**config.mk**
```make
export PLATFORM = sky130hd
export DESIGN_NAME = ordered_value_list_engine
export DESIGN_NICKNAME = d
export VERILOG_FILES = /design/src/rtl/olve_pkg.sv /design/src/rtl/ordered_value_list_engine.sv /design/src/rtl/olve_cell.sv /design/src/rtl/olve_ctrl.sv
export SDC_FILE = /design/constraint.sdc
export NUM_CORES = 1
export LEC_CHECK = 0
export ABC_AREA = 1
export BUFFER_PORTS_ARGS = -buffer_cell sky130_fd_sc_hd__buf_2
export CAP_MARGIN = 25
export CORE_ASPECT_RATIO = 1.4
export CORE_MARGIN = 3
export CORE_UTILIZATION = 35
export DETAILED_ROUTE_END_ITERATION = 8
export GPL_TIMING_DRIVEN = 0
export PLACE_DENSITY_LB_ADDON = 0.3
export SKIP_LAST_GASP = 1
export SYNTH_ARGS = -nofsm -noshare
export SYNTH_HDL_FRONTEND = slang
export SYNTH_SLANG_ARGS = --single-unit
export TNS_END_PERCENT = 1
```
**constraint.sdc**
```tcl
create_clock -name i_clk -period 7.3 [get_ports i_clk]
set_input_delay 2.19 -clock i_clk [delete_from_list [all_inputs] [get_ports i_clk]]
set_output_delay 2.19 -clock i_clk [all_outputs]
set_load 0.1 [all_outputs]
```
**src/rtl/olve_pkg.sv**
```systemverilog
// Shared constants, codes and types of the ordered value list engine.
package olve_pkg;

    localparam int DEPTH  = 16;
    localparam int DATA_W = 32;
    localparam int IDX_W  = $clog2(DEPTH);
    localparam int CNT_W  = $clog2(DEPTH + 1);

    typedef enum logic [2:0] {
        OP_INSERT  = 3'd0,
        OP_DISPLAY = 3'd1,
        OP_SEARCH  = 3'd2,
        OP_MODIFY  = 3'd3,
        OP_DELETE  = 3'd4
    } t_op;

    typedef enum logic [2:0] {
        ST_DONE      = 3'd0,
        ST_NOT_FOUND = 3'd1,
        ST_EMPTY     = 3'd2,
        ST_FULL      = 3'd3,
        ST_ENTRY     = 3'd4
    } t_status;

    // Broadcast control from the sequencer to every cell of the chain.
    typedef struct packed {
        logic              shift;
        logic              rotate;
        logic [IDX_W-1:0]  tail_idx;
        logic [DATA_W-1:0] tail_data;
        logic              wr_en;
        logic [IDX_W-1:0]  wr_idx;
        logic [DATA_W-1:0] wr_data;
    } t_cell_ctl;

endpackage

```
**src/rtl/ordered_value_list_engine.sv**
```systemverilog
// Top level of the ordered value list engine: the cell chain and its sequencer.
//
// Input channel (s_axis): one item carries an operation in tuser (insert, display,
// search, modify, delete) and the value and replacement value in tdata. Output
// channel (m_axis): result items carry a status in tuser and an entry value in
// tdata; tlast marks the final result of an input item.
// Entries live in a chain of DEPTH cells. Insert writes the cell at the fill count.
// Display, search, modify and delete rotate the live entries once around the chain,
// one entry per cycle past the head cell, display only while the output register
// is free. Display sends each entry as it passes the head. A delete drops the
// matching entry out of the rotation, which closes the gap in order. Unknown
// operation codes are consumed with no result.
// The next item is accepted once the sequencer is idle, even while the last
// result still sits in the output register. A stalled receiver holds the output
// register and, during display, freezes the rotation until it takes the item.
// Reset empties the list at once; the cell contents are not cleared.
module ordered_value_list_engine import olve_pkg::*; (
    input  logic        i_clk,
    input  logic        i_rst_n,
    input  logic        s_axis_tvalid,
    output logic        s_axis_tready,
    input  logic [63:0] s_axis_tdata,   // value [31:0], new_value [63:32]
    input  logic [2:0]  s_axis_tuser,   // operation [2:0]
    output logic        m_axis_tvalid,
    input  logic        m_axis_tready,
    output logic [31:0] m_axis_tdata,   // item_value [31:0]
    output logic [2:0]  m_axis_tuser,   // status [2:0]
    output logic        m_axis_tlast    // last
);

    t_cell_ctl         w_ctl;
    logic [DATA_W-1:0] w_cell [DEPTH];

    olve_ctrl u_ctrl (
        .i_clk         (i_clk),
        .i_rst_n       (i_rst_n),
        .s_axis_tvalid (s_axis_tvalid),
        .s_axis_tready (s_axis_tready),
        .s_axis_tdata  (s_axis_tdata),
        .s_axis_tuser  (s_axis_tuser),
        .m_axis_tvalid (m_axis_tvalid),
        .m_axis_tready (m_axis_tready),
        .m_axis_tdata  (m_axis_tdata),
        .m_axis_tuser  (m_axis_tuser),
        .m_axis_tlast  (m_axis_tlast),
        .i_head        (w_cell[0]),
        .o_ctl         (w_ctl)
    );

    for (genvar g = 0; g < DEPTH; g++) begin : g_cell
        logic [DATA_W-1:0] w_next;
        if (g == DEPTH - 1) begin : g_end
            assign w_next = w_cell[g];
        end else begin : g_mid
            assign w_next = w_cell[g+1];
        end
        olve_cell u_cell (
            .i_clk   (i_clk),
            .i_ctl   (w_ctl),
            .i_index (IDX_W'(g)),
            .i_next  (w_next),
            .o_value (w_cell[g])
        );
    end

endmodule

```
**src/rtl/olve_cell.sv**
```systemverilog
// One storage cell of the list chain: holds one entry and passes it toward the head.
module olve_cell import olve_pkg::*; (
    input  logic              i_clk,
    input  t_cell_ctl         i_ctl,
    input  logic [IDX_W-1:0]  i_index,
    input  logic [DATA_W-1:0] i_next,
    output logic [DATA_W-1:0] o_value
);

    logic [DATA_W-1:0] r_value;

    always_ff @(posedge i_clk) begin
        if (i_ctl.wr_en && (i_index == i_ctl.wr_idx)) begin
            r_value <= i_ctl.wr_data;
        end else if (i_ctl.shift) begin
            // The tail cell of the live ring takes the value leaving the head.
            if (i_ctl.rotate && (i_index == i_ctl.tail_idx)) begin
                r_value <= i_ctl.tail_data;
            end else begin
                r_value <= i_next;
            end
        end
    end

    assign o_value = r_value;

endmodule

```
**src/rtl/olve_ctrl.sv**
```systemverilog
// Sequencer of the list engine: decodes items, walks the cell ring and drives results.
module olve_ctrl import olve_pkg::*; (
    input  logic              i_clk,
    input  logic              i_rst_n,
    input  logic              s_axis_tvalid,
    output logic              s_axis_tready,
    input  logic [63:0]       s_axis_tdata,
    input  logic [2:0]        s_axis_tuser,
    output logic              m_axis_tvalid,
    input  logic              m_axis_tready,
    output logic [31:0]       m_axis_tdata,
    output logic [2:0]        m_axis_tuser,
    output logic              m_axis_tlast,
    input  logic [DATA_W-1:0] i_head,
    output t_cell_ctl         o_ctl
);

    typedef enum logic [1:0] {S_IDLE, S_WALK, S_EMIT} t_state;

    t_state            r_state, n_state;
    t_op               r_op, n_op;
    logic [DATA_W-1:0] r_key, n_key;
    logic [DATA_W-1:0] r_nval, n_nval;
    logic [CNT_W-1:0]  r_count, n_count;
    logic [CNT_W-1:0]  r_len, n_len;
    logic [CNT_W-1:0]  r_step, n_step;
    logic              r_found, n_found;
    t_status           r_pend, n_pend;
    logic              r_out_valid, n_out_valid;
    t_status           r_out_status, n_out_status;
    logic [DATA_W-1:0] r_out_value, n_out_value;
    logic              r_out_last, n_out_last;

    logic w_out_free;
    logic w_last_step;
    logic w_match;

    assign w_out_free  = !r_out_valid || m_axis_tready;
    assign w_last_step = (r_step == (r_count - 1'b1));
    assign w_match     = (i_head == r_key) && !r_found;

    always_comb begin
        n_state      = r_state;
        n_op         = r_op;
        n_key        = r_key;
        n_nval       = r_nval;
        n_count      = r_count;
        n_len        = r_len;
        n_step       = r_step;
        n_found      = r_found;
        n_pend       = r_pend;
        n_out_valid  = r_out_valid && !m_axis_tready;
        n_out_status = r_out_status;
        n_out_value  = r_out_value;
        n_out_last   = r_out_last;

        o_ctl           = '0;
        o_ctl.tail_idx  = IDX_W'(r_len - 1'b1);
        o_ctl.tail_data = i_head;
        o_ctl.wr_idx    = r_count[IDX_W-1:0];
        o_ctl.wr_data   = s_axis_tdata[DATA_W-1:0];

        case (r_state)
            S_IDLE: begin
                if (s_axis_tvalid) begin
                    case (t_op'(s_axis_tuser))
                        OP_INSERT: begin
                            n_state = S_EMIT;
                            if (r_count >= CNT_W'(DEPTH)) begin
                                n_pend = ST_FULL;
                            end else begin
                                o_ctl.wr_en = 1'b1;
                                n_count     = r_count + 1'b1;
                                n_pend      = ST_DONE;
                            end
                        end
                        OP_DISPLAY, OP_SEARCH, OP_MODIFY, OP_DELETE: begin
                            if (r_count == '0) begin
                                n_pend  = ST_EMPTY;
                                n_state = S_EMIT;
                            end else begin
                                n_op    = t_op'(s_axis_tuser);
                                n_key   = s_axis_tdata[DATA_W-1:0];
                                n_nval  = s_axis_tdata[2*DATA_W-1:DATA_W];
                                n_len   = r_count;
                                n_step  = '0;
                                n_found = 1'b0;
                                n_state = S_WALK;
                            end
                        end
                        default: begin
                        end
                    endcase
                end
            end
            S_WALK: begin
                if (r_op == OP_DISPLAY) begin
                    // Each entry passes the head once; the ring stalls with the receiver.
                    if (w_out_free) begin
                        o_ctl.shift  = 1'b1;
                        o_ctl.rotate = 1'b1;
                        n_out_valid  = 1'b1;
                        n_out_status = ST_ENTRY;
                        n_out_value  = i_head;
                        n_out_last   = w_last_step;
                        n_step       = r_step + 1'b1;
                        if (w_last_step) begin
                            n_state = S_IDLE;
                        end
                    end
                end else begin
                    o_ctl.shift  = 1'b1;
                    // A deleted entry is dropped from the ring instead of going to the tail.
                    o_ctl.rotate = !(w_match && (r_op == OP_DELETE));
                    if (w_match && (r_op == OP_MODIFY)) begin
                        o_ctl.tail_data = r_nval;
                    end
                    if (w_match) begin
                        n_found = 1'b1;
                        if (r_op == OP_DELETE) begin
                            n_len = r_len - 1'b1;
                        end
                    end
                    n_step = r_step + 1'b1;
                    if (w_last_step) begin
                        n_state = S_EMIT;
                        n_pend  = (r_found || w_match) ? ST_DONE : ST_NOT_FOUND;
                        if ((r_op == OP_DELETE) && (r_found || w_match)) begin
                            n_count = r_count - 1'b1;
                        end
                    end
                end
            end
            S_EMIT: begin
                if (w_out_free) begin
                    n_out_valid  = 1'b1;
                    n_out_status = r_pend;
                    n_out_value  = '0;
                    n_out_last   = 1'b1;
                    n_state      = S_IDLE;
                end
            end
            default: begin
                n_state = S_IDLE;
            end
        endcase
    end

    always_ff @(posedge i_clk) begin
        if (!i_rst_n) begin
            r_state     <= S_IDLE;
            r_count     <= '0;
            r_len       <= '0;
            r_step      <= '0;
            r_found     <= 1'b0;
            r_out_valid <= 1'b0;
        end else begin
            r_state     <= n_state;
            r_count     <= n_count;
            r_len       <= n_len;
            r_step      <= n_step;
            r_found     <= n_found;
            r_out_valid <= n_out_valid;
        end
        r_op         <= n_op;
        r_key        <= n_key;
        r_nval       <= n_nval;
        r_pend       <= n_pend;
        r_out_status <= n_out_status;
        r_out_value  <= n_out_value;
        r_out_last   <= n_out_last;
    end

    assign s_axis_tready = (r_state == S_IDLE);
    assign m_axis_tvalid = r_out_valid;
    assign m_axis_tdata  = r_out_value;
    assign m_axis_tuser  = r_out_status;
    assign m_axis_tlast  = r_out_last;

    a_count_bound: assert property (@(posedge i_clk) disable iff (!i_rst_n)
        r_count <= CNT_W'(DEPTH))
        else $error("entry count exceeds the list depth");

    a_walk_step: assert property (@(posedge i_clk) disable iff (!i_rst_n)
        (r_state == S_WALK) |-> (r_step < r_count))
        else $error("ring walk ran past the entry count");

    a_walk_len: assert property (@(posedge i_clk) disable iff (!i_rst_n)
        (r_state == S_WALK) |->
            (((r_op == OP_DELETE) && r_found) ? ((r_len + 1'b1) == r_count)
                                              : (r_len == r_count)))
        else $error("live ring length out of step with the walk");

    a_walk_ends_in_emit: assert property (@(posedge i_clk) disable iff (!i_rst_n)
        ((r_state == S_WALK) && (r_op != OP_DISPLAY) && w_last_step)
            |=> (r_state == S_EMIT))
        else $error("search walk did not finish with a status");

endmodule

```
==> reports/metrics.yaml, run 1 <==
run_status: "complete, no violations"
p_leak_uw: 0.01852
p_comb_share_pct: 34.8
synthArstFlopShare_pct: 0
cts_tree: "yes"
clock_latency_ps: 650
power.internal_uw: 8949
clock_skew_ps: 26.71
grt_pass1_wl_mm: 158.7
routabilityCongestion: 0.9226
place_hpwl_mm: 79.99
crit_path_start_kind: "primary input"
worst_path_max_delay_cell: "nand2_2"
cp-startpoint: "s_axis_tuser[0]"
p_clk_share_pct: 23.8
ys_seq_elements: 635
start_util_pct: 35.38
yosysSeqAreaShare_pct: 53.42
p_sw_uw: 5451
rr_worst_depth: 9
yosys.area.top_type_share_pct: 52.40
synth.cell_area_um2: 35360
placedCellCount: 6038
crit_path_max_fanout: 32
power.total_uw: 14400
yosysMostFrequentCell: "nand2_1"
clock-sinks: 635
clkSlewWorstSetupHoldPaths_ps: 60
slew-limit-headroom_pct: 35.01
synthCells: 4596
die_x_um: 274.6
synth_area_leader_cell: "edfxtp_1"
hold_violations: 0
fin_crit_ps: 5007
hold_path_depth: 2
synth_common_cells: "2157 x nand2_1, 622 x inv_1, 617 x edfxtp_1, 499 x nand3_1, 140 x clkbuf_1"
worst_pin_slew_ps: 971.3
syn_nets: 4680
end_kind: "register"
rsz0062_at_grt: "no"
cts-resized-gates: 0
r2r_start: "u_ctrl.r_state[0]"
critPathBufInv: 4
seq_power_share_pct: 41.5
dr.pass1.iters: 6
dr_total_vias: 28430
antenna_cells: 0
num_rows: 137
critPathMostFrequentCell: "nor2_1"
crit_family: "simple AND/OR/NAND/NOR gates"
ctsLongestPathBuffers: 3
ctsRootBufferMaster: "clkbuf_16"
utilization_pct: 40.02
detail-route-antenna-nets: 0
io_pins: 109
synth_edf_count: 617
postCtsSetupRepairBufs: 0
wire_per_inst_um: 16.78
place_area_um2: 37900
grt_max_degree: 33
layout-drive-gt1-share_pct: 8.658
synth-main-ff-cell: "edfxtp_1"
wl_mm: 103.2
htree_levels: 2
setup_violations: 0
core_um2: 99930
arrival_ps: 5270
avgSynthCellArea_um2: 7.693
cts_buffers: 61
grt_pass1_vias: 27330
vias_per_cell: 4.623
fillers: 10000
critPathMaxStageDelay_ps: 710
ir_worst_vdd_mv: 0.4395
remaining_drc_errors: 0
yosys-top-cells-area: "edfxtp_1 52%, nand2_1 23%, nand3_1 7.1%, inv_1 6.6%, clkbuf_1 1.5%"
nNetsFinal: 4865
area.growth.synth_to_final_pct: 13.10
ys_types: 38
seq_area_um2: 18890
grt_usage_pct: 19.55
p_sw_share_pct: 37.86
fin_cells: 6148
min_path_type: "register to register"
fin_crit_sh_pct: 68.59
place_ws_ps: 1580
hp-start: "u_ctrl.r_step[0]"
powerDensity_nw_per_um2: 360.1
crit_cells: 11
ys_warn_count: 0
max_clock_freq_mhz: 199.7
design_area_um2: 39990
multiInputGateArea_um2: 12690
drv_slew: 0
dieArea_um2: 104900
crit_required_ps: 7570
io_buffer_count: 108
max-cap-violations: 0
critical_path_class: "primary input to register"
grt.overflow.total: 0
antenna_found_initial: 0
crit_chain: "buf_2, nor2_1, nand2_1, nor2_1, inv_2, nor3_4, nand2_1, nor2_1, inv_1, buf_1, nand2_2"
drt_iter0_markers: 1952
cts_hold_buf: 0
die_h_um: 382.1
fin_ws_ps: 2293
-- power by group through the flow --
stage	combinational, µW	sequential, µW	clock, µW
final	5010	5970	3420
after global placement	4750	6100	0
after global routing	5580	6060	3600
after floorplan	2800	6810	0
after detailed placement	5020	6040	0
after CTS	5040	5970	3470
-- layer usage --
layer | track usage (%) | wire length (µm)
met1 | 21.02 | 38010
met2 | 37.34 | 54620
met3 | 1.781 | 4571
met4 | 10.35 | 5967
met5 | 0 | 0
-- path summary, 6_finish.rpt --
path                              endpoint  slack [ps]
min                       u_ctrl.r_step[0]         530
max          g_cell[11].u_cell.o_value[14]        2290
max reg2reg  g_cell[11].u_cell.o_value[14]        3350
min reg2reg               u_ctrl.r_step[0]         530
-- logic make-up (layout without fill, tap and decap cells) --
| logic type | after synthesis | count (layout) | share of synthesized area (%) |
|---|---|---|---|
| buf+inv | 957 | 1189 | 10.84 |
| simple gates | 2887 | 2887 | 33.42 |
| xor+xnor | 33 | 33 | 0.8174 |
| flops | 635 | 635 | 53.42 |
| fa+ha+maj | 13 | 13 | 0.4600 |
| compound gates | 71 | 71 | 1.040 |
-- flip-flops by register name, indices dropped and copies added, names as in the netlist --
| name | count |
|---|---|
| u_ctrl.m_axis_tvalid | 1 |
| u_ctrl.r_op | 3 |
| u_ctrl.r_state | 2 |
| u_ctrl.r_nval | 32 |
| u_ctrl.r_len | 4 |
| u_ctrl.r_pend | 2 |
| u_ctrl.m_axis_tuser | 3 |
| g_cell.u_cell.o_value | 512 |
| u_ctrl.m_axis_tlast | 1 |
| u_ctrl.r_count | 5 |
| u_ctrl.r_key | 32 |
| u_ctrl.r_found | 1 |
| u_ctrl.r_step | 5 |
| u_ctrl.m_axis_tdata | 32 |
-- area by class of cell --
type                            instances  share of cell area, %
Inverter                              652                  6.120
Buffer                                305                  3.467
Clock inverter                         41                  1.273
Tap cell                             1320                  4.130
Multi-Input combinational cell       3004                  31.73
Sequential cell                       635                  47.23
Timing Repair Buffer                  122                  2.109
Clock buffer                           69                  3.942
-- layout by cell type, fill, tap and decap left out, drive strengths merged --
cell type	instances
and3	1
o22ai	1
o21ai	54
nand4	37
inv	648
clkinv	30
nor3	11
and2	1
ha	13
edfxtp	617
xor2	19
clkinvlp	3
bufinv	12
a21boi	1
nor2	141
a211oi	1
a21oi	13
clkbuf	209
nand3	509
nand2	2184
o31ai	1
buf	287
dfxtp	18
xnor2	14
nor3b	3
-- tightest hold or removal path, stage by stage, from the launching register on --
cell and delay, ps:
dfxtp_1 350, nand2_1 80, a21oi_1 60
-- per-stage QoR --
step	TNS (ps)	hold slack, ps
2_1_floorplan	0	481.4
3_3_place_gp	-40000	519.6
3_5_place_dp	0	528.4
4_1_cts	0	537.0
5_1_grt	0	562.0
6_report	0	532.8
Power figures use the tool's default switching activity.
==> inputs of run 2 (changes only) <==
clock period = 5.12 ns   (was 7.3 ns; I/O delays follow)
==> reports/metrics.yaml, run 2 (synthesized netlist as in run 1, its figures left out) <==
run_status: "complete, no violations"
critical_path_class: "primary input to register"
hold_violations: 0  # unchanged
m1WireLength_mm: 37.45  # -1.5%
layout_common_cells: "2150 x nand2_1, 622 x inv_1, 617 x edfxtp_1, 499 x nand3_1, 181 x buf_2"
critPathMaxStageDelay_ps: 720  # about the same
clock_latency_ps: 640  # about the same
p_leak_uw: 0.01860  # +0.43%
place_hpwl_mm: 79.52  # -0.58%
largest_register_ffs: 512  # unchanged
final_common_cell: "nand2_1"
crit_required_ps: 5370  # -2200 ps
power.internal_uw: 12970  # +45%
cp-startpoint: "s_axis_tuser[0]"
fillers: 10020  # +0.20%
drv_slew: 0  # unchanged
setup_violations: 0  # unchanged
cts_hold_buf: 0  # unchanged
cts-resized-gates: 0  # unchanged
grt_pass1_wl_mm: 158.3  # -0.26%
die_h_um: 382.1  # unchanged
max-cap-violations: 0  # unchanged
vias_per_cell: 4.631  # +0.16%
num_rows: 137  # unchanged
p_sw_uw: 7788  # +43%
p_comb_share_pct: 34.5  # -0.3 points
min_path_type: "register to register"
fin_crit_sh_pct: 86.43
fin_ws_ps: 695.0  # -1598 ps
detail-route-antenna-nets: 0  # unchanged
antenna_cells: 0  # unchanged
antenna_found_initial: 0  # unchanged
utilization_pct: 40.18  # +0.16 points
crit_chain: "buf_2, nor2_1, nand2_1, nor2_1, inv_2, nor3_4, nand2_1, nor2_1, inv_1, buf_1, nand2_2"
r2r_start: "u_ctrl.r_state[0]"
grt_max_degree: 33  # unchanged
arrival_ps: 4670  # -600 ps
maxUsedRoutingLayer: "met4"
crit_path_max_fanout: 32  # unchanged
htree_levels: 3  # +1
ctsRootBufferMaster: "clkbuf_16"
grt.overflow.total: 0  # unchanged
dieArea_um2: 104900  # unchanged
p_sw_share_pct: 37.53  # -0.33 points
dr.pass1.iters: 6  # unchanged
wl_mm: 102.8  # -0.38%
start_util_pct: 35.38  # unchanged
wl_met2_mm: 54.01  # -1.1%
dr_total_vias: 28480  # +0.20%
dr_wl_met3_mm: 4.804  # +5.1%
io_buffer_count: 108  # unchanged
place_ws_ps: 47.03  # -1533 ps
clock_skew_ps: 14.62  # -12.09 ps
clock-sinks: 635  # unchanged
seq_power_share_pct: 41.0  # -0.5 points
ir_worst_vdd_mv: 0.5205  # +18%
remaining_drc_errors: 0  # unchanged
wire_per_inst_um: 16.71  # -0.43%
crit_path_start_kind: "primary input"
cts_tree: "yes"
worst_pin_slew_ps: 1012  # +41.08 ps
critPathMostFrequentCell: "nor2_1"
rsz0062_at_grt: "no"
nNetsFinal: 4871  # +0.12%
fin_crit_ps: 4425
powerDensity_nw_per_um2: 516.9  # +44%
layout-drive-gt1-share_pct: 8.632  # -0.026 points
area.growth.synth_to_final_pct: 13.55
worst_path_max_delay_cell: "nor2_1"
end_kind: "register"
clkSlewWorstSetupHoldPaths_ps: 60  # about the same
die_x_um: 274.6  # unchanged
max_clock_freq_mhz: 226.0
hp-start: "u_ctrl.r_step[0]"
io_pins: 109  # unchanged
grt_usage_pct: 19.59  # +0.044 points
p_clk_share_pct: 24.5  # +0.7 points
grt_pass1_vias: 27490  # +0.60%
ctsLongestPathBuffers: 3  # unchanged
postCtsSetupRepairBufs: 0  # unchanged
drt_iter0_markers: 1768  # -9.4%
routabilityCongestion: 0.9166  # -0.65%
slew-limit-headroom_pct: 32.26  # -2.7 points
cts_buffers: 66  # +8.2%
core_um2: 99930  # unchanged
[run 2: cell types whose count changed in the layout (fill, tap and decap cells not counted), sizes merged]
cell and change:
clkbuf +14, clkinv -5, bufinv -4, buf +1, clkinvlp -3
[run 2: per-layer routing]
layer	vias to the layer above	global-route usage, %
met3	231	2.188
met4	0	11.71
met5	-	0
met1	12800	20.57
met2	843	37.06
li1	14610	-
[run 2: per-stage QoR]
stage,cells,hold WS (ps),setup TNS [ps],power [µW],instance area [µm²]
6_report,6151,531.0,0,20750,40150
5_1_grt,6151,557.1,0,21960,40150
4_1_cts,6151,531.5,0,20870,40150
3_5_place_dp,6039,522.1,0,15770,37930
3_3_place_gp,6024,519.7,-187430,15450,37550
2_1_floorplan,4596,481.4,0,13700,35360
[run 2: worst max-delay path: cells and delay by family]
kind | cells | cell delay [ps]
and+or+nand+nor | 7 | 2270
buffers and inverters | 4 | 800
[run 2: cell type report]
type,instances,area (µm²),share of cell area [%]
Buffer,305,1386,3.453
Clock buffer,83,1874,4.668
Clock inverter,29,342.8,0.8539
Inverter,652,2447,6.096
Multi-Input combinational cell,3004,12680,31.59
Sequential cell,635,18890,47.04
Tap cell,1320,1652,4.114
Timing Repair Buffer,123,874.6,2.178
[run 2: final timing paths]
check,cells after the start,end,slack (ps)
hold reg to reg,2,u_ctrl.r_step[0],530
setup / recovery,11,g_cell[11].u_cell.o_value[17],700
setup reg to reg,9,g_cell[11].u_cell.o_value[17],1100
hold / removal,2,u_ctrl.r_step[0],530
[run 2: power by group through the flow]
| stage | combinational, µW | clock (µW) | sequential (µW) |
|---|---|---|---|
| global route | 7970 | 5340 | 8660 |
| finish | 7160 | 5080 | 8510 |
| floorplan | 3990 | 0 | 9710 |
| global placement | 6770 | 0 | 8680 |
| CTS | 7200 | 5150 | 8520 |
| detailed placement | 7160 | 0 | 8610 |
